### src/lpsc_pkg.sv
`default_nettype none

package lpsc_pkg;

    localparam int DEFAULT_SENSOR_COUNT = 15;
    localparam int QUEUE_DEPTH          = 2;

    localparam int CFG_ADDR_W = 2;
    localparam int CFG_DATA_W = 11;
    localparam logic [CFG_ADDR_W-1:0] CFG_STEERING_CENTER = 2'd0;
    localparam logic [CFG_ADDR_W-1:0] CFG_HEAD_CENTER     = 2'd1;

    localparam int STEER_W = 11;
    localparam int HEAD_W  = 10;
    localparam int POS_W   = 5;
    localparam int ERR_W   = 11;
    localparam int INC_W   = 11;

    localparam logic [STEER_W-1:0] STEER_MIN          = 11'd1198;
    localparam logic [STEER_W-1:0] STEER_MAX          = 11'd1778;
    localparam logic [STEER_W-1:0] STEER_CENTER_RESET = 11'd1488;
    localparam logic [HEAD_W-1:0]  HEAD_MAX           = 10'd1000;
    localparam logic [HEAD_W-1:0]  HEAD_CENTER_RESET  = 10'd224;

    // Reciprocals scaled by 2**RECIP_SHIFT, exact for magnitudes below 2**14.
    localparam int RECIP_SHIFT = 20;
    localparam int RECIP_W     = 18;
    localparam logic [RECIP_W-1:0] RECIP_5  = 18'd209716;
    localparam logic [RECIP_W-1:0] RECIP_6  = 18'd174763;
    localparam logic [RECIP_W-1:0] RECIP_11 = 18'd95326;

    typedef enum logic [1:0] {
        DIV_BY_5,
        DIV_BY_6,
        DIV_BY_11
    } divisor_t;

    typedef enum logic [2:0] {
        HB_ZERO,
        HB_LOW,
        HB_MID,
        HB_HIGH,
        HB_TOP,
        HB_HOLD
    } head_band_t;

    typedef enum logic [2:0] {
        BACK_IDLE,
        BACK_DIV,
        BACK_POS,
        BACK_MUL_D,
        BACK_MUL_P,
        BACK_MUL_G,
        BACK_FINAL
    } back_state_t;

    function automatic int sum_width(input int n);
        return $clog2(n * (2 * n + 14) + 1) + 1;
    endfunction

    function automatic int count_width(input int n);
        return $clog2(n + 1);
    endfunction

endpackage

`default_nettype wire

### src/lpsc_front.sv
`default_nettype none

module lpsc_front #(
    parameter int SENSOR_COUNT = lpsc_pkg::DEFAULT_SENSOR_COUNT,
    localparam int SUM_W  = lpsc_pkg::sum_width(SENSOR_COUNT),
    localparam int CNT_W  = lpsc_pkg::count_width(SENSOR_COUNT),
    localparam int WORD_W = SUM_W + CNT_W + 1
) (
    input  wire logic                    aclk,
    input  wire logic                    aresetn,
    input  wire logic                    s_valid,
    output logic                         s_ready,
    input  wire logic [SENSOR_COUNT-1:0] s_sensor_mask,
    input  wire logic                    s_head_step,
    output logic                         push_valid,
    input  wire logic                    push_ready,
    output logic [WORD_W-1:0]            push_word
);

    logic signed [SUM_W-1:0] sum_next;
    logic [CNT_W-1:0]        cnt_next;
    logic [WORD_W-1:0]       word_reg;
    logic                    valid_reg;

    always_comb begin
        sum_next = '0;
        cnt_next = '0;
        for (int i = 0; i < SENSOR_COUNT; i++) begin
            if (s_sensor_mask[i]) begin
                sum_next = sum_next + SUM_W'(14 - 2 * i);
                cnt_next = cnt_next + CNT_W'(1);
            end
        end
    end

    assign s_ready    = !valid_reg || push_ready;
    assign push_valid = valid_reg;
    assign push_word  = word_reg;

    always_ff @(posedge aclk) begin
        if (!aresetn) begin
            valid_reg <= 1'b0;
        end else if (s_valid && s_ready) begin
            valid_reg <= 1'b1;
        end else if (push_ready) begin
            valid_reg <= 1'b0;
        end
    end

    always_ff @(posedge aclk) begin
        if (s_valid && s_ready) begin
            word_reg <= {sum_next, cnt_next, s_head_step};
        end
    end

endmodule

`default_nettype wire

### src/lpsc_queue.sv
`default_nettype none

module lpsc_queue #(
    parameter int WIDTH = 8,
    parameter int DEPTH = lpsc_pkg::QUEUE_DEPTH
) (
    input  wire logic             aclk,
    input  wire logic             aresetn,
    input  wire logic             in_valid,
    output logic                  in_ready,
    input  wire logic [WIDTH-1:0] in_word,
    output logic                  out_valid,
    input  wire logic             out_ready,
    output logic [WIDTH-1:0]      out_word
);

    localparam int PTR_W  = (DEPTH > 1) ? $clog2(DEPTH) : 1;
    localparam int FILL_W = $clog2(DEPTH + 1);

    logic [WIDTH-1:0]  slot_reg [DEPTH];
    logic [PTR_W-1:0]  wr_ptr_reg;
    logic [PTR_W-1:0]  rd_ptr_reg;
    logic [FILL_W-1:0] fill_reg;
    logic              push;
    logic              pop;

    assign in_ready  = (fill_reg != FILL_W'(DEPTH));
    assign out_valid = (fill_reg != '0);
    assign out_word  = slot_reg[rd_ptr_reg];
    assign push      = in_valid && in_ready;
    assign pop       = out_valid && out_ready;

    always_ff @(posedge aclk) begin
        if (!aresetn) begin
            wr_ptr_reg <= '0;
            rd_ptr_reg <= '0;
            fill_reg   <= '0;
        end else begin
            if (push) begin
                wr_ptr_reg <= (wr_ptr_reg == PTR_W'(DEPTH - 1)) ? '0 : wr_ptr_reg + PTR_W'(1);
            end
            if (pop) begin
                rd_ptr_reg <= (rd_ptr_reg == PTR_W'(DEPTH - 1)) ? '0 : rd_ptr_reg + PTR_W'(1);
            end
            if (push && !pop) begin
                fill_reg <= fill_reg + FILL_W'(1);
            end else if (pop && !push) begin
                fill_reg <= fill_reg - FILL_W'(1);
            end
        end
    end

    always_ff @(posedge aclk) begin
        if (push) begin
            slot_reg[wr_ptr_reg] <= in_word;
        end
    end

endmodule

`default_nettype wire

### src/lpsc_back.sv
`default_nettype none

module lpsc_back #(
    parameter int SENSOR_COUNT = lpsc_pkg::DEFAULT_SENSOR_COUNT,
    localparam int SUM_W  = lpsc_pkg::sum_width(SENSOR_COUNT),
    localparam int CNT_W  = lpsc_pkg::count_width(SENSOR_COUNT),
    localparam int WORD_W = SUM_W + CNT_W + 1
) (
    input  wire logic                             aclk,
    input  wire logic                             aresetn,
    input  wire logic                             pop_valid,
    output logic                                  pop_ready,
    input  wire logic [WORD_W-1:0]                pop_word,
    input  wire logic                             cfg_valid,
    input  wire logic [lpsc_pkg::CFG_ADDR_W-1:0]  cfg_addr,
    input  wire logic [lpsc_pkg::CFG_DATA_W-1:0]  cfg_data,
    output logic                                  m_valid,
    input  wire logic                             m_ready,
    output logic [lpsc_pkg::STEER_W-1:0]          m_steering_duty,
    output logic [lpsc_pkg::HEAD_W-1:0]           m_head_duty,
    output logic signed [lpsc_pkg::POS_W-1:0]     m_line_position,
    output logic                                  m_no_line
);

    localparam int ITER_W = $clog2(SUM_W);
    localparam int OP_W   = 15;
    localparam int MAG_W  = OP_W - 1;
    localparam int PROD_W = MAG_W + lpsc_pkg::RECIP_W;
    localparam int Q_W    = PROD_W - lpsc_pkg::RECIP_SHIFT;

    lpsc_pkg::back_state_t state_reg, state_next;

    logic signed [SUM_W-1:0]   sum_reg;
    logic [CNT_W-1:0]          cnt_reg;
    logic                      head_step_reg;
    logic [SUM_W-1:0]          quo_reg;
    logic [CNT_W-1:0]          rem_reg;
    logic [ITER_W-1:0]         iter_reg;
    logic signed [lpsc_pkg::POS_W-1:0] pos_reg;
    logic                      none_reg;
    logic signed [lpsc_pkg::ERR_W-1:0] e_reg;
    logic                      hold_center_reg;
    logic [3:0]                kp_reg;
    logic [2:0]                ke_reg;
    logic signed [10:0]        q5d_reg;
    logic signed [15:0]        kpe_reg;
    logic signed [4:0]         term1_reg;
    logic signed [10:0]        term2_reg;

    logic [lpsc_pkg::STEER_W-1:0]      steer_center_reg;
    logic [lpsc_pkg::HEAD_W-1:0]       head_center_reg;
    logic signed [lpsc_pkg::POS_W-1:0] last_pos_reg;
    logic [lpsc_pkg::HEAD_W-1:0]       head_duty_reg;
    logic signed [lpsc_pkg::ERR_W-1:0] prev_err_reg;
    logic signed [lpsc_pkg::INC_W-1:0] head_inc_reg;
    logic signed [lpsc_pkg::INC_W-1:0] prev_inc_reg;

    logic                              m_valid_reg;
    logic [lpsc_pkg::STEER_W-1:0]      out_steer_reg;
    logic [lpsc_pkg::HEAD_W-1:0]       out_head_reg;
    logic signed [lpsc_pkg::POS_W-1:0] out_pos_reg;
    logic                              out_none_reg;

    logic signed [SUM_W-1:0] pop_sum;
    logic [CNT_W-1:0]        pop_cnt;
    logic                    pop_head;
    logic                    out_free;

    logic [CNT_W:0]          rem_shift;
    logic                    rem_ge;
    logic [CNT_W:0]          rem_new;

    logic signed [lpsc_pkg::POS_W-1:0] pos_new;
    logic signed [11:0]                e_wide;
    logic [10:0]                       ae;

    logic [4:0]               ap;
    lpsc_pkg::head_band_t     hband;

    logic signed [OP_W-1:0]   recip_op;
    lpsc_pkg::divisor_t       recip_sel;
    logic [MAG_W-1:0]         recip_mag;
    logic [lpsc_pkg::RECIP_W-1:0] recip_const;
    logic [PROD_W-1:0]        recip_prod;
    logic signed [Q_W:0]      recip_q;

    logic signed [OP_W-1:0]   pos15;
    logic signed [OP_W-1:0]   d15;
    logic signed [OP_W-1:0]   g15;
    logic signed [11:0]       d_wide;
    logic signed [11:0]       g_wide;

    logic signed [15:0]       kp_ext;
    logic signed [15:0]       ke_ext;
    logic signed [15:0]       posk_ext;
    logic signed [15:0]       ek_ext;

    logic signed [16:0]       duty_raw;
    logic [lpsc_pkg::STEER_W-1:0] duty_next;
    logic signed [11:0]       inc_sum;
    logic signed [lpsc_pkg::INC_W-1:0] inc_next;
    logic signed [11:0]       head_sum;
    logic [lpsc_pkg::HEAD_W-1:0] head_duty_next;

    assign pop_sum  = pop_word[WORD_W-1 -: SUM_W];
    assign pop_cnt  = pop_word[CNT_W:1];
    assign pop_head = pop_word[0];

    assign pop_ready = (state_reg == lpsc_pkg::BACK_IDLE);
    assign out_free  = !m_valid_reg || m_ready;

    assign m_valid         = m_valid_reg;
    assign m_steering_duty = out_steer_reg;
    assign m_head_duty     = out_head_reg;
    assign m_line_position = out_pos_reg;
    assign m_no_line       = out_none_reg;

    // One restoring division step per cycle, quotient bits shifted in at the bottom.
    always_comb begin
        rem_shift = {rem_reg, quo_reg[SUM_W-1]};
        rem_ge    = (rem_shift >= {1'b0, cnt_reg});
        rem_new   = rem_ge ? rem_shift - {1'b0, cnt_reg} : rem_shift;
    end

    always_comb begin
        if (cnt_reg == '0) begin
            pos_new = last_pos_reg;
        end else if (!sum_reg[SUM_W-1]) begin
            pos_new = (quo_reg > SUM_W'(15)) ? 5'sd15 : lpsc_pkg::POS_W'(quo_reg);
        end else begin
            pos_new = (quo_reg > SUM_W'(16)) ? -5'sd16 : lpsc_pkg::POS_W'(-quo_reg);
        end
        e_wide = $signed({2'b00, head_duty_reg}) - $signed({2'b00, head_center_reg});
        ae     = e_wide[11] ? 11'(-e_wide) : e_wide[10:0];
    end

    always_comb begin
        ap = pos_reg[4] ? 5'(-pos_reg) : pos_reg;
        priority if (ap <= 5'd1) begin
            hband = lpsc_pkg::HB_ZERO;
        end else if (ap <= 5'd3) begin
            hband = lpsc_pkg::HB_LOW;
        end else if (ap <= 5'd7) begin
            hband = lpsc_pkg::HB_MID;
        end else if (ap <= 5'd10) begin
            hband = lpsc_pkg::HB_HIGH;
        end else if (ap <= 5'd14) begin
            hband = lpsc_pkg::HB_TOP;
        end else begin
            hband = lpsc_pkg::HB_HOLD;
        end
    end

    always_comb begin
        pos15  = {{(OP_W - lpsc_pkg::POS_W){pos_reg[4]}}, pos_reg};
        d_wide = {e_reg[10], e_reg} - {prev_err_reg[10], prev_err_reg};
        d15    = {{(OP_W - 12){d_wide[11]}}, d_wide};
        g_wide = {head_inc_reg[10], head_inc_reg} - {prev_inc_reg[10], prev_inc_reg};
        g15    = {{(OP_W - 12){g_wide[11]}}, g_wide};
        recip_op  = '0;
        recip_sel = lpsc_pkg::DIV_BY_11;
        unique case (state_reg)
            lpsc_pkg::BACK_MUL_D: begin
                recip_op  = (d15 <<< 2) + d15;
                recip_sel = lpsc_pkg::DIV_BY_11;
            end
            lpsc_pkg::BACK_MUL_P: begin
                if (hband == lpsc_pkg::HB_HIGH) begin
                    recip_op = (pos15 <<< 2) + pos15;
                end else begin
                    recip_op = pos15 <<< 2;
                end
                recip_sel = (hband == lpsc_pkg::HB_LOW) ? lpsc_pkg::DIV_BY_5
                                                         : lpsc_pkg::DIV_BY_6;
            end
            lpsc_pkg::BACK_MUL_G: begin
                if (hband == lpsc_pkg::HB_LOW || hband == lpsc_pkg::HB_MID) begin
                    recip_op = (g15 <<< 1) + g15;
                end else begin
                    recip_op = g15 <<< 2;
                end
                recip_sel = lpsc_pkg::DIV_BY_11;
            end
            default: begin
                recip_op  = '0;
                recip_sel = lpsc_pkg::DIV_BY_11;
            end
        endcase
    end

    // Division by a constant as a multiplication by its scaled reciprocal, truncated toward zero.
    always_comb begin
        unique case (recip_sel)
            lpsc_pkg::DIV_BY_5:  recip_const = lpsc_pkg::RECIP_5;
            lpsc_pkg::DIV_BY_6:  recip_const = lpsc_pkg::RECIP_6;
            lpsc_pkg::DIV_BY_11: recip_const = lpsc_pkg::RECIP_11;
            default:             recip_const = lpsc_pkg::RECIP_11;
        endcase
        recip_mag  = recip_op[OP_W-1] ? MAG_W'(-recip_op) : recip_op[MAG_W-1:0];
        recip_prod = PROD_W'(recip_mag) * PROD_W'(recip_const);
        recip_q    = recip_op[OP_W-1] ? -$signed({1'b0, recip_prod[PROD_W-1 -: Q_W]})
                                      : $signed({1'b0, recip_prod[PROD_W-1 -: Q_W]});
    end

    always_comb begin
        kp_ext   = {12'd0, kp_reg};
        ke_ext   = {13'd0, ke_reg};
        posk_ext = {{(16 - lpsc_pkg::POS_W){pos_reg[4]}}, pos_reg};
        ek_ext   = {{(16 - lpsc_pkg::ERR_W){e_reg[10]}}, e_reg};

        if (hold_center_reg) begin
            duty_raw = $signed({6'd0, steer_center_reg});
        end else begin
            duty_raw = $signed({6'd0, steer_center_reg}) - {kpe_reg[15], kpe_reg}
                       - {{6{q5d_reg[10]}}, q5d_reg};
        end
        if (duty_raw < $signed({6'd0, lpsc_pkg::STEER_MIN})) begin
            duty_next = lpsc_pkg::STEER_MIN;
        end else if (duty_raw > $signed({6'd0, lpsc_pkg::STEER_MAX})) begin
            duty_next = lpsc_pkg::STEER_MAX;
        end else begin
            duty_next = duty_raw[lpsc_pkg::STEER_W-1:0];
        end

        inc_sum = {{7{term1_reg[4]}}, term1_reg} + {term2_reg[10], term2_reg};
        if (hband == lpsc_pkg::HB_HOLD) begin
            inc_next = head_inc_reg;
        end else if (hband == lpsc_pkg::HB_ZERO) begin
            inc_next = '0;
        end else if (inc_sum < -12'sd1024) begin
            inc_next = -11'sd1024;
        end else if (inc_sum > 12'sd1023) begin
            inc_next = 11'sd1023;
        end else begin
            inc_next = inc_sum[lpsc_pkg::INC_W-1:0];
        end

        head_sum = $signed({2'b00, head_duty_reg}) + {inc_next[10], inc_next};
        if (head_sum < 12'sd0) begin
            head_duty_next = '0;
        end else if (head_sum > $signed({2'b00, lpsc_pkg::HEAD_MAX})) begin
            head_duty_next = lpsc_pkg::HEAD_MAX;
        end else begin
            head_duty_next = head_sum[lpsc_pkg::HEAD_W-1:0];
        end
    end

    always_comb begin
        state_next = state_reg;
        unique case (state_reg)
            lpsc_pkg::BACK_IDLE: begin
                if (pop_valid) begin
                    state_next = (pop_cnt == '0) ? lpsc_pkg::BACK_POS : lpsc_pkg::BACK_DIV;
                end
            end
            lpsc_pkg::BACK_DIV: begin
                if (iter_reg == '0) begin
                    state_next = lpsc_pkg::BACK_POS;
                end
            end
            lpsc_pkg::BACK_POS:   state_next = lpsc_pkg::BACK_MUL_D;
            lpsc_pkg::BACK_MUL_D: state_next = lpsc_pkg::BACK_MUL_P;
            lpsc_pkg::BACK_MUL_P: state_next = lpsc_pkg::BACK_MUL_G;
            lpsc_pkg::BACK_MUL_G: state_next = lpsc_pkg::BACK_FINAL;
            lpsc_pkg::BACK_FINAL: begin
                if (out_free) begin
                    state_next = lpsc_pkg::BACK_IDLE;
                end
            end
            default: state_next = lpsc_pkg::BACK_IDLE;
        endcase
    end

    always_ff @(posedge aclk) begin
        if (!aresetn) begin
            state_reg <= lpsc_pkg::BACK_IDLE;
        end else begin
            state_reg <= state_next;
        end
    end

    always_ff @(posedge aclk) begin
        unique case (state_reg)
            lpsc_pkg::BACK_IDLE: begin
                sum_reg       <= pop_sum;
                cnt_reg       <= pop_cnt;
                head_step_reg <= pop_head;
                quo_reg       <= pop_sum[SUM_W-1] ? SUM_W'(-pop_sum) : pop_sum;
                rem_reg       <= '0;
                iter_reg      <= ITER_W'(SUM_W - 1);
            end
            lpsc_pkg::BACK_DIV: begin
                rem_reg  <= rem_new[CNT_W-1:0];
                quo_reg  <= {quo_reg[SUM_W-2:0], rem_ge};
                iter_reg <= iter_reg - ITER_W'(1);
            end
            lpsc_pkg::BACK_POS: begin
                pos_reg         <= pos_new;
                none_reg        <= (cnt_reg == '0);
                e_reg           <= e_wide[lpsc_pkg::ERR_W-1:0];
                hold_center_reg <= (ae <= 11'd8);
                priority if (ae <= 11'd14) begin
                    kp_reg <= 4'd4;
                    ke_reg <= 3'd1;
                end else if (ae <= 11'd24) begin
                    kp_reg <= 4'd6;
                    ke_reg <= 3'd3;
                end else if (ae <= 11'd40) begin
                    kp_reg <= 4'd8;
                    ke_reg <= 3'd4;
                end else if (ae <= 11'd60) begin
                    kp_reg <= 4'd9;
                    ke_reg <= 3'd5;
                end else if (ae <= 11'd80) begin
                    kp_reg <= 4'd11;
                    ke_reg <= 3'd6;
                end else begin
                    kp_reg <= 4'd11;
                    ke_reg <= 3'd7;
                end
            end
            lpsc_pkg::BACK_MUL_D: begin
                q5d_reg <= 11'(recip_q);
                kpe_reg <= kp_ext * posk_ext + ke_ext * ek_ext;
            end
            lpsc_pkg::BACK_MUL_P: begin
                term1_reg <= 5'(recip_q);
            end
            lpsc_pkg::BACK_MUL_G: begin
                term2_reg <= 11'(recip_q);
            end
            lpsc_pkg::BACK_FINAL: begin
                if (out_free) begin
                    out_steer_reg <= duty_next;
                    out_head_reg  <= head_step_reg ? head_duty_next : head_duty_reg;
                    out_pos_reg   <= pos_reg;
                    out_none_reg  <= none_reg;
                end
            end
            default: begin
            end
        endcase
    end

    always_ff @(posedge aclk) begin
        if (!aresetn) begin
            m_valid_reg      <= 1'b0;
            steer_center_reg <= lpsc_pkg::STEER_CENTER_RESET;
            head_center_reg  <= lpsc_pkg::HEAD_CENTER_RESET;
            last_pos_reg     <= '0;
            head_duty_reg    <= lpsc_pkg::HEAD_CENTER_RESET;
            prev_err_reg     <= '0;
            head_inc_reg     <= '0;
            prev_inc_reg     <= '0;
        end else begin
            if (state_reg == lpsc_pkg::BACK_FINAL && out_free) begin
                m_valid_reg  <= 1'b1;
                last_pos_reg <= pos_reg;
                prev_err_reg <= e_reg;
                if (head_step_reg) begin
                    prev_inc_reg  <= head_inc_reg;
                    head_inc_reg  <= inc_next;
                    head_duty_reg <= head_duty_next;
                end
            end else if (m_ready) begin
                m_valid_reg <= 1'b0;
            end
            if (cfg_valid) begin
                if (cfg_addr == lpsc_pkg::CFG_STEERING_CENTER) begin
                    steer_center_reg <= cfg_data[lpsc_pkg::STEER_W-1:0];
                end else if (cfg_addr == lpsc_pkg::CFG_HEAD_CENTER) begin
                    head_center_reg <= cfg_data[lpsc_pkg::HEAD_W-1:0];
                    head_duty_reg   <= (cfg_data[lpsc_pkg::HEAD_W-1:0] > lpsc_pkg::HEAD_MAX)
                                       ? lpsc_pkg::HEAD_MAX : cfg_data[lpsc_pkg::HEAD_W-1:0];
                end
            end
        end
    end

endmodule

`default_nettype wire

### src/line_position_steering_control.sv
// Line-position steering controller.
// Each word on the s_ channel carries one control tick: a sensor mask and a
// head_step flag. Each tick produces exactly one word on the m_ channel with
// the clamped steering duty, the head servo duty, the line position and the
// no-line flag. Both channels use valid and ready handshakes.
// Registers must be written through the cfg_ channel only while the block is
// idle; the block itself does not enforce this. Index 0 sets the steering centre,
// index 1 sets the head centre and reloads the head duty. Other indices are
// ignored; cfg_ready is always high. A front stage computes the weighted sum
// and hit count and passes them through a two-word queue to the back end. The
// back end takes one word at a time and uses a bit-serial divider that
// produces one quotient bit per cycle; a tick with no sensor set skips the
// divider. When the receiver stalls, the result is held in the output
// register, the back end waits in its last step and the queue and front stage
// go on accepting words until they are full. Reset clears all control state
// and restores the register and servo reset values.
`default_nettype none

module line_position_steering_control #(
    parameter int SENSOR_COUNT = lpsc_pkg::DEFAULT_SENSOR_COUNT,
    parameter int QUEUE_DEPTH  = lpsc_pkg::QUEUE_DEPTH
) (
    input  wire logic                             aclk,
    input  wire logic                             aresetn,
    input  wire logic                             s_valid,
    output logic                                  s_ready,
    input  wire logic [SENSOR_COUNT-1:0]          s_sensor_mask,
    input  wire logic                             s_head_step,
    output logic                                  m_valid,
    input  wire logic                             m_ready,
    output logic [lpsc_pkg::STEER_W-1:0]          m_steering_duty,
    output logic [lpsc_pkg::HEAD_W-1:0]           m_head_duty,
    output logic signed [lpsc_pkg::POS_W-1:0]     m_line_position,
    output logic                                  m_no_line,
    input  wire logic                             cfg_valid,
    output logic                                  cfg_ready,
    input  wire logic [lpsc_pkg::CFG_ADDR_W-1:0]  cfg_addr,
    input  wire logic [lpsc_pkg::CFG_DATA_W-1:0]  cfg_data
);

    localparam int SUM_W  = lpsc_pkg::sum_width(SENSOR_COUNT);
    localparam int CNT_W  = lpsc_pkg::count_width(SENSOR_COUNT);
    localparam int WORD_W = SUM_W + CNT_W + 1;

    logic              push_valid;
    logic              push_ready;
    logic [WORD_W-1:0] push_word;
    logic              pop_valid;
    logic              pop_ready;
    logic [WORD_W-1:0] pop_word;

    assign cfg_ready = 1'b1;

    lpsc_front #(
        .SENSOR_COUNT (SENSOR_COUNT)
    ) u_front (
        .aclk          (aclk),
        .aresetn       (aresetn),
        .s_valid       (s_valid),
        .s_ready       (s_ready),
        .s_sensor_mask (s_sensor_mask),
        .s_head_step   (s_head_step),
        .push_valid    (push_valid),
        .push_ready    (push_ready),
        .push_word     (push_word)
    );

    lpsc_queue #(
        .WIDTH (WORD_W),
        .DEPTH (QUEUE_DEPTH)
    ) u_queue (
        .aclk      (aclk),
        .aresetn   (aresetn),
        .in_valid  (push_valid),
        .in_ready  (push_ready),
        .in_word   (push_word),
        .out_valid (pop_valid),
        .out_ready (pop_ready),
        .out_word  (pop_word)
    );

    lpsc_back #(
        .SENSOR_COUNT (SENSOR_COUNT)
    ) u_back (
        .aclk            (aclk),
        .aresetn         (aresetn),
        .pop_valid       (pop_valid),
        .pop_ready       (pop_ready),
        .pop_word        (pop_word),
        .cfg_valid       (cfg_valid),
        .cfg_addr        (cfg_addr),
        .cfg_data        (cfg_data),
        .m_valid         (m_valid),
        .m_ready         (m_ready),
        .m_steering_duty (m_steering_duty),
        .m_head_duty     (m_head_duty),
        .m_line_position (m_line_position),
        .m_no_line       (m_no_line)
    );

endmodule

`default_nettype wire

### config.mk
export PLATFORM = sky130hd
export DESIGN_NAME = line_position_steering_control
export DESIGN_NICKNAME = d
export VERILOG_FILES = /design/src/lpsc_pkg.sv /design/src/lpsc_front.sv /design/src/lpsc_queue.sv /design/src/lpsc_back.sv /design/src/line_position_steering_control.sv
export SDC_FILE = /design/constraint.sdc
export NUM_CORES = 1
export LEC_CHECK = 0
export BUFFER_PORTS_ARGS = -buffer_cell sky130_fd_sc_hd__clkbuf_2
export CAP_MARGIN = 40
export CORE_ASPECT_RATIO = 0.8
export CORE_MARGIN = 2
export CORE_UTILIZATION = 50
export CTS_CLUSTER_SIZE = 8
export DETAILED_ROUTE_END_ITERATION = 6
export GPL_TIMING_DRIVEN = 1
export PLACE_DENSITY_LB_ADDON = 0.05
export REMOVE_ABC_BUFFERS = 1
export SYNTH_ARGS = -nofsm -noshare
export SYNTH_HDL_FRONTEND = slang
export SYNTH_SLANG_ARGS = --single-unit
### constraint.sdc
create_clock -name aclk -period 14.2 [get_ports aclk]
set_input_delay 1.42 -clock aclk [delete_from_list [all_inputs] [get_ports aclk]]
set_output_delay 1.42 -clock aclk [all_outputs]
set_load 0.05 [all_outputs]
==> results of run 1 <==
==> metrics by stage <==
| stage | hold WS (ps) | power [mW] | setup WS [ps] | cells |
|---|---|---|---|---|
| final | 426 | 7.22 | 1970 | 3976 |
| after global routing | 449 | 8.05 | 1030 | 3976 |
| after CTS | 424 | 7.25 | 1530 | 3974 |
| after detailed placement | 411 | 6.35 | 1610 | 3906 |
| after global placement | 406 | 6.27 | 1930 | 3900 |
| after floorplan | 400 | 5.17 | 2840 | 3069 |
==> cell families (layout without fill, tap and decap cells) <==
family,count (synthesis),after routing,share of synthesized area [%]
AND/OR/NAND/NOR,841,841,14.6
XOR/XNOR,252,252,8.55
adder cells (fa/ha/maj),513,513,28.8
multiplexers,51,51,1.94
buffers and inverters,597,662,8.30
AO/OA/AOI/OAI,620,620,14.6
other,2,45,0.0270
flip-flops,242,242,23.2
==> power groups by stage <==
stage                     sequential, mW  clock [mW]  combinational, mW
after global routing                1.23       0.876               5.94
after global placement              1.23           0               5.04
after detailed placement            1.23           0               5.12
after floorplan                     1.20           0               3.98
final                               1.22       0.829               5.17
after CTS                           1.22       0.852               5.18
==> cell usage after synthesis, types with 6 or more instances <==
master    number  area share [%]
xnor2_2        6            0.35
nand4_1       17            0.38
a21boi_0      11            0.30
nand2b_1      32            0.72
xnor2_1      158             5.0
inv_1        498             6.7
a21oi_1      196             3.5
o31ai_1       19            0.51
o221ai_1       7            0.22
o211ai_1      20            0.54
a31oi_1       16            0.36
nand2_1      297             4.0
nor2b_1       33            0.74
o21a_1        16            0.43
clkbuf_1      76             1.0
ha_1         300              13
edfxtp_1     163              18
or2_2         11            0.25
mux2_2        16            0.65
o22ai_1        8            0.18
fa_1         213              15
or3_1         11            0.25
nor4_1        15            0.34
a21o_1        46             1.2
nor2_1       181             2.4
xor2_1        79             2.5
and3_1        24            0.54
nand3_1       56             1.0
dfxtp_1       79             5.7
nand3b_1      11            0.30
o21ai_0      130             2.3
nor3_1        51            0.92
a211oi_1      12            0.32
mux2i_1       33             1.2
nor3b_1       14            0.38
o21bai_1      39             1.1
and2_1        55             1.2
==> area by class of cell <==
| type | instances | area, um^2 | share of cell area [%] |
|---|---|---|---|
| clock buffers | 63 | 1030 | 3.42 |
| repair buffers | 89 | 523 | 1.73 |
| inverters | 505 | 1900 | 6.29 |
| well taps | 750 | 938 | 3.11 |
| clock inverters | 5 | 78.8 | 0.261 |
| flip-flops and latches | 242 | 6480 | 21.5 |
| multi-input cells | 2322 | 19200 | 63.7 |
==> worst max-delay path: cells and delay by family, from the launching register on <==
kind,cells,cell delay [ps]
AOI/OAI and AO/OA,16,2930
xor gates and xnor gates,3,860
adders and majority gates,10,4420
buffers and inverters,6,650
DFF,1,320
muxes,1,110
and+or+nand+nor,11,2660
==> metal layers <==
| layer | vias up | wire length (um) | GRT usage, % |
|---|---|---|---|
| met2 | 444 | 30000 | 38.4 |
| met3 | 79 | 3100 | 2.80 |
| met5 | - | 0 | 0 |
| met1 | 10200 | 33100 | 34.7 |
| li1 | 10600 | - | - |
| met4 | 0 | 1530 | 6.69 |
==> final timing paths <==
kind                          start  slack, ps  depth (start not counted)                   to
max reg2reg  u_back.head_inc_reg[0]       1970                         47  u_back.term2_reg[7]
min                 u_back.none_reg        430                          0     u_back.m_no_line
min reg2reg         u_back.none_reg        430                          0     u_back.m_no_line
max          u_back.head_inc_reg[0]       1970                         47  u_back.term2_reg[7]
==> flow_summary.ini, run 1 <==
[flow_run]
drv_cap = 0

[placed_design]
place_area_mm2 = 0.0291
io_buffers = 62
hpwl_um = 55000
gp_congestion = 0.943

[global_routing]
grt_pass1_vias = 21400
track_usage_pct = 24.1
grt_pass1_wl_um = 111000
grt_max_degree = 64
overflow = 0
grt_antenna_before_repair = 0

[setup_path]
crit_fanout = 7
critPathLaunchType = register
slowest_delay_ps = 540
required_ps = 14490
worst_setup_path_end_kind = register
setup.worst_path.class = register to register
worst_path_max_delay_cell = fa_1
worstPathArrival_ps = 12520
crit_top_cell = fa_1

[drt]
wl_per_cell_um = 17.0
drc = 0
drtIter0Drc = 1392
routed_wl_um = 67700
ant_nets = 0
vias = 21400
drtPass1Iterations = 5
viasPerCell = 5.38

[hold_path]
hold_path.class = register to register

[power_and_ir_drop]
power.switching_mw = 3.47
p_clk_share_pct = 11.5
seq_power_share_pct = 16.9
leakagePower_nw = 14.0
switching_share_pct = 48.1
p_int_mw = 3.74
power.density_mw_per_mm2 = 239
power_frac_comb_pct = 71.6
ir_worst_vdd_uv = 244

[logic_synthesis]
yosysSeqAreaShare_pct = 23.2
ys_warn_count = 0
synthCells = 3118
synth-edff-count = 163
synth.avg_cell_area_um2 = 8.93
syn_area_mm2 = 0.0279
ys_ff_latch = 242
ys.flop_type = edfxtp_1
synthArstFlopShare_pct = 0
yosysUniqueCellTypes = 108

[timing]
finalClockSkew_ps = 23.0
max_freq_ghz = 0.0818
setup_viol = 0
finalCritPeriodShare_pct = 86.1
finalCriticalPeriod_ps = 12230
hold_viol = 0
setup_tns_ps = 0
slew-limit-headroom_pct = 33.8
final_max_slew_viol_count = 0
grt_setup_unrepaired = false
worstMarginPinSlew_ps = 986

[final_layout]
finish.utilization_pct = 54.7
syn2layout_area_growth_pct = 8.34
final_nets = 3744
drive_gt1_share_pct = 6.57
layout_commonest_cell = inv_1
final_cell_mix = 498 x inv_1, 300 x ha_1, 297 x nand2_1
nFillCells = 5102
finalInstanceArea_mm2 = 0.0302
antennaDiodeCount = 0
largest_register_ffs = 30

[clock_tree]
clk_pin_slew_ps = 50
ctsResizeCount = 0
htreeDepth = 2
clockRootBuffer = clkbuf_16
cts_buffers = 37
ctsHoldBuffers = 0
cts_tree = yes
insertion_delay_ps = 560
cts.sinks = 242
cts_setup_buffers = 0
clock_tree.buffer_depth = 3

[floorplan]
die_x_um = 268
start_util_pct = 50.5
row_count = 77
core-area_mm2 = 0.0552
die_area_mm2 = 0.0576
fp.dieH_um = 215
io_pins = 64

[run_status]
status = complete, no violations
No activity file was read; power rests on OpenSTA's default activity.
==> run 2, diff against run 1 <==
--- a/config.mk
+++ b/config.mk
@@ -17,4 +17,5 @@
 export REMOVE_ABC_BUFFERS = 1
 export SYNTH_ARGS = -nofsm -noshare
 export SYNTH_HDL_FRONTEND = slang
+export SYNTH_HIERARCHICAL = 1
 export SYNTH_SLANG_ARGS = --single-unit
==> flow_summary.ini, run 2 <==
[power_and_ir_drop]
ir_worst_vdd_uv = 183
power_frac_comb_pct = 68.2
switching_share_pct = 46.3
p_clk_share_pct = 13.0
seq_power_share_pct = 18.8
p_int_mw = 3.39
power.switching_mw = 2.92
leakagePower_nw = 13.9
power.density_mw_per_mm2 = 207

[timing]
final_max_slew_viol_count = 0
worstMarginPinSlew_ps = 863
slew-limit-headroom_pct = 42.1
setup_viol = 0
hold_viol = 0
finalClockSkew_ps = 23.7
max_freq_ghz = 0.0837
grt_setup_unrepaired = false
finalCritPeriodShare_pct = 84.1
setup_tns_ps = 0
finalCriticalPeriod_ps = 11950

[drt]
drtIter0Drc = 1349
vias = 21700
routed_wl_um = 70100
ant_nets = 0
viasPerCell = 5.53
drc = 0
drtPass1Iterations = 7
wl_per_cell_um = 17.9

[logic_synthesis]
ys.flop_type = edfxtp_1
ys_ff_latch = 244
synth_top_cell_area_share_pct = 17.6
yosysMostFrequentCell = inv_1
synthTopCellsByArea = edfxtp_1 18%, fa_1 16%, ha_1 13%
syn_area_mm2 = 0.0281
synthArstFlopShare_pct = 0
yosysUniqueCellTypes = 123
synth.avg_cell_area_um2 = 9.21
synth-edff-count = 165
synthCells = 3053
yosys.area.top_type = edfxtp_1
yosysSeqAreaShare_pct = 23.2
ys_warn_count = 6
synth_common_cells = 444 x inv_1, 299 x ha_1, 297 x nand2_1

[global_routing]
overflow = 0
grt_pass1_vias = 21600
grt_antenna_before_repair = 1
grt_max_degree = 52
track_usage_pct = 24.4
grt_pass1_wl_um = 115000

[run_status]
status = complete, no violations

[setup_path]
crit_top_cell = fa_1
worstPathArrival_ps = 12210
worst_path_max_delay_cell = fa_1
crit_fanout = 6
required_ps = 14460
rrSetupSlack_ps = 2250
critPathLaunchType = register
worst_setup_path_end_kind = register
setup.worst_path.class = register to register
slowest_delay_ps = 560

[clock_tree]
clk_pin_slew_ps = 50
cts_tree = yes
insertion_delay_ps = 540
cts_buffers = 37
ctsResizeCount = 0
clock_tree.buffer_depth = 3
cts.sinks = 244
htreeDepth = 2
clockRootBuffer = clkbuf_16
cts_setup_buffers = 0
ctsHoldBuffers = 0

[final_layout]
syn2layout_area_growth_pct = 8.36
stdcell_count = 3918
drive_gt1_share_pct = 7.58
layout_commonest_cell = inv_1
largest_register_ffs = 32
antennaDiodeCount = 0
nFillCells = 5083
final_cell_mix = 443 x inv_1, 299 x ha_1, 297 x nand2_1
final_nets = 3703

[placed_design]
io_buffers = 62
hpwl_um = 57500
gp_congestion = 0.900
dp.cells = 3851

[floorplan]
start_util_pct = 50.8
row_count = 77
fp.dieH_um = 216
die_x_um = 269
io_pins = 64
core-area_mm2 = 0.0554
die_area_mm2 = 0.0582

[hold_path]
hold_path.class = register to register

[flow_run]
drv_cap = 0
run 2: critical path: cells and delay by family (launching register included):
kind                     cells  cell delay, ps
adder cells (fa/ha/maj)     10            4140
AND/OR/NAND/NOR              5            1330
flip-flops                   1             420
XOR/XNOR                     4            1120
AO/OA/AOI/OAI               19            4230
buffers and inverters        5             420
run 2: cell families after synthesis:
family                     count (synthesis)  share of synthesized area, %
xor gates and xnor gates                 226                          7.77
and+or+nand+nor                          813                          14.4
muxes                                     62                          2.45
AOI/OAI and AO/OA                        642                          15.0
DFF                                      244                          23.2
buffers and inverters                    532                          7.32
other                                      4                        0.0534
adders and majority gates                530                          29.7
run 2: routing by layer:
layer / up-vias / wire (um) / GRT usage, % / part of all wire (%)
li1: 10600 / - / - / -
met1: 10500 / 33900 / 35.2 / 48
met2: 475 / 31500 / 39.5 / 45
met3: 65 / 3490 / 3.14 / 5.0
met4: 0 / 1130 / 5.01 / 1.6
met5: - / 0 / 0 / 0
run 2: worst paths after layout:
path                                      startpoint                endpoint  depth (start not counted)
worst max-delay path                 u_back/e_reg[0]      u_back/q5d_reg[10]                         43
worst min-delay path            u_front/push_word[2]  u_queue/slot_reg[0][2]                          0
worst max register to register       u_back/e_reg[0]      u_back/q5d_reg[10]                         43
worst min register to register  u_front/push_word[2]  u_queue/slot_reg[0][2]                          0
run 2: final cells by class:
| class | count | area [um^2] | area share [%] |
|---|---|---|---|
| clock buffer | 64 | 1050 | 3.44 |
| sequential | 244 | 6540 | 21.5 |
| tap | 750 | 938 | 3.08 |
| inverter | 454 | 1700 | 5.59 |
| multi-input combinational | 2319 | 19700 | 64.6 |
| clock inverter | 3 | 46.3 | 0.152 |
| timing repair buffer | 84 | 508 | 1.67 |
run 2: stage by stage:
stage / setup WS, ps / area, um^2 / util [%] / power, mW / hold WS (ps)
global placement: 2580 / 29300 / 52.8 / 5.39 / 428
detailed placement: 2370 / 29400 / 53.0 / 5.46 / 434
global route: 1440 / 30500 / 55.0 / 6.97 / 455
CTS: 2310 / 30500 / 55.0 / 6.34 / 434
finish: 2250 / 30500 / 55.0 / 6.31 / 432
floorplan: 3400 / 27900 / - / 4.44 / 400
run 2: power groups by stage:
stage                     clock (mW)  sequential (mW)  combinational (mW)
final                          0.821             1.18                4.30
after global routing           0.876             1.20                4.90
after CTS                      0.844             1.19                4.31
after detailed placement           0             1.20                4.26
after global placement             0             1.20                4.19
after floorplan                    0             1.16                3.28
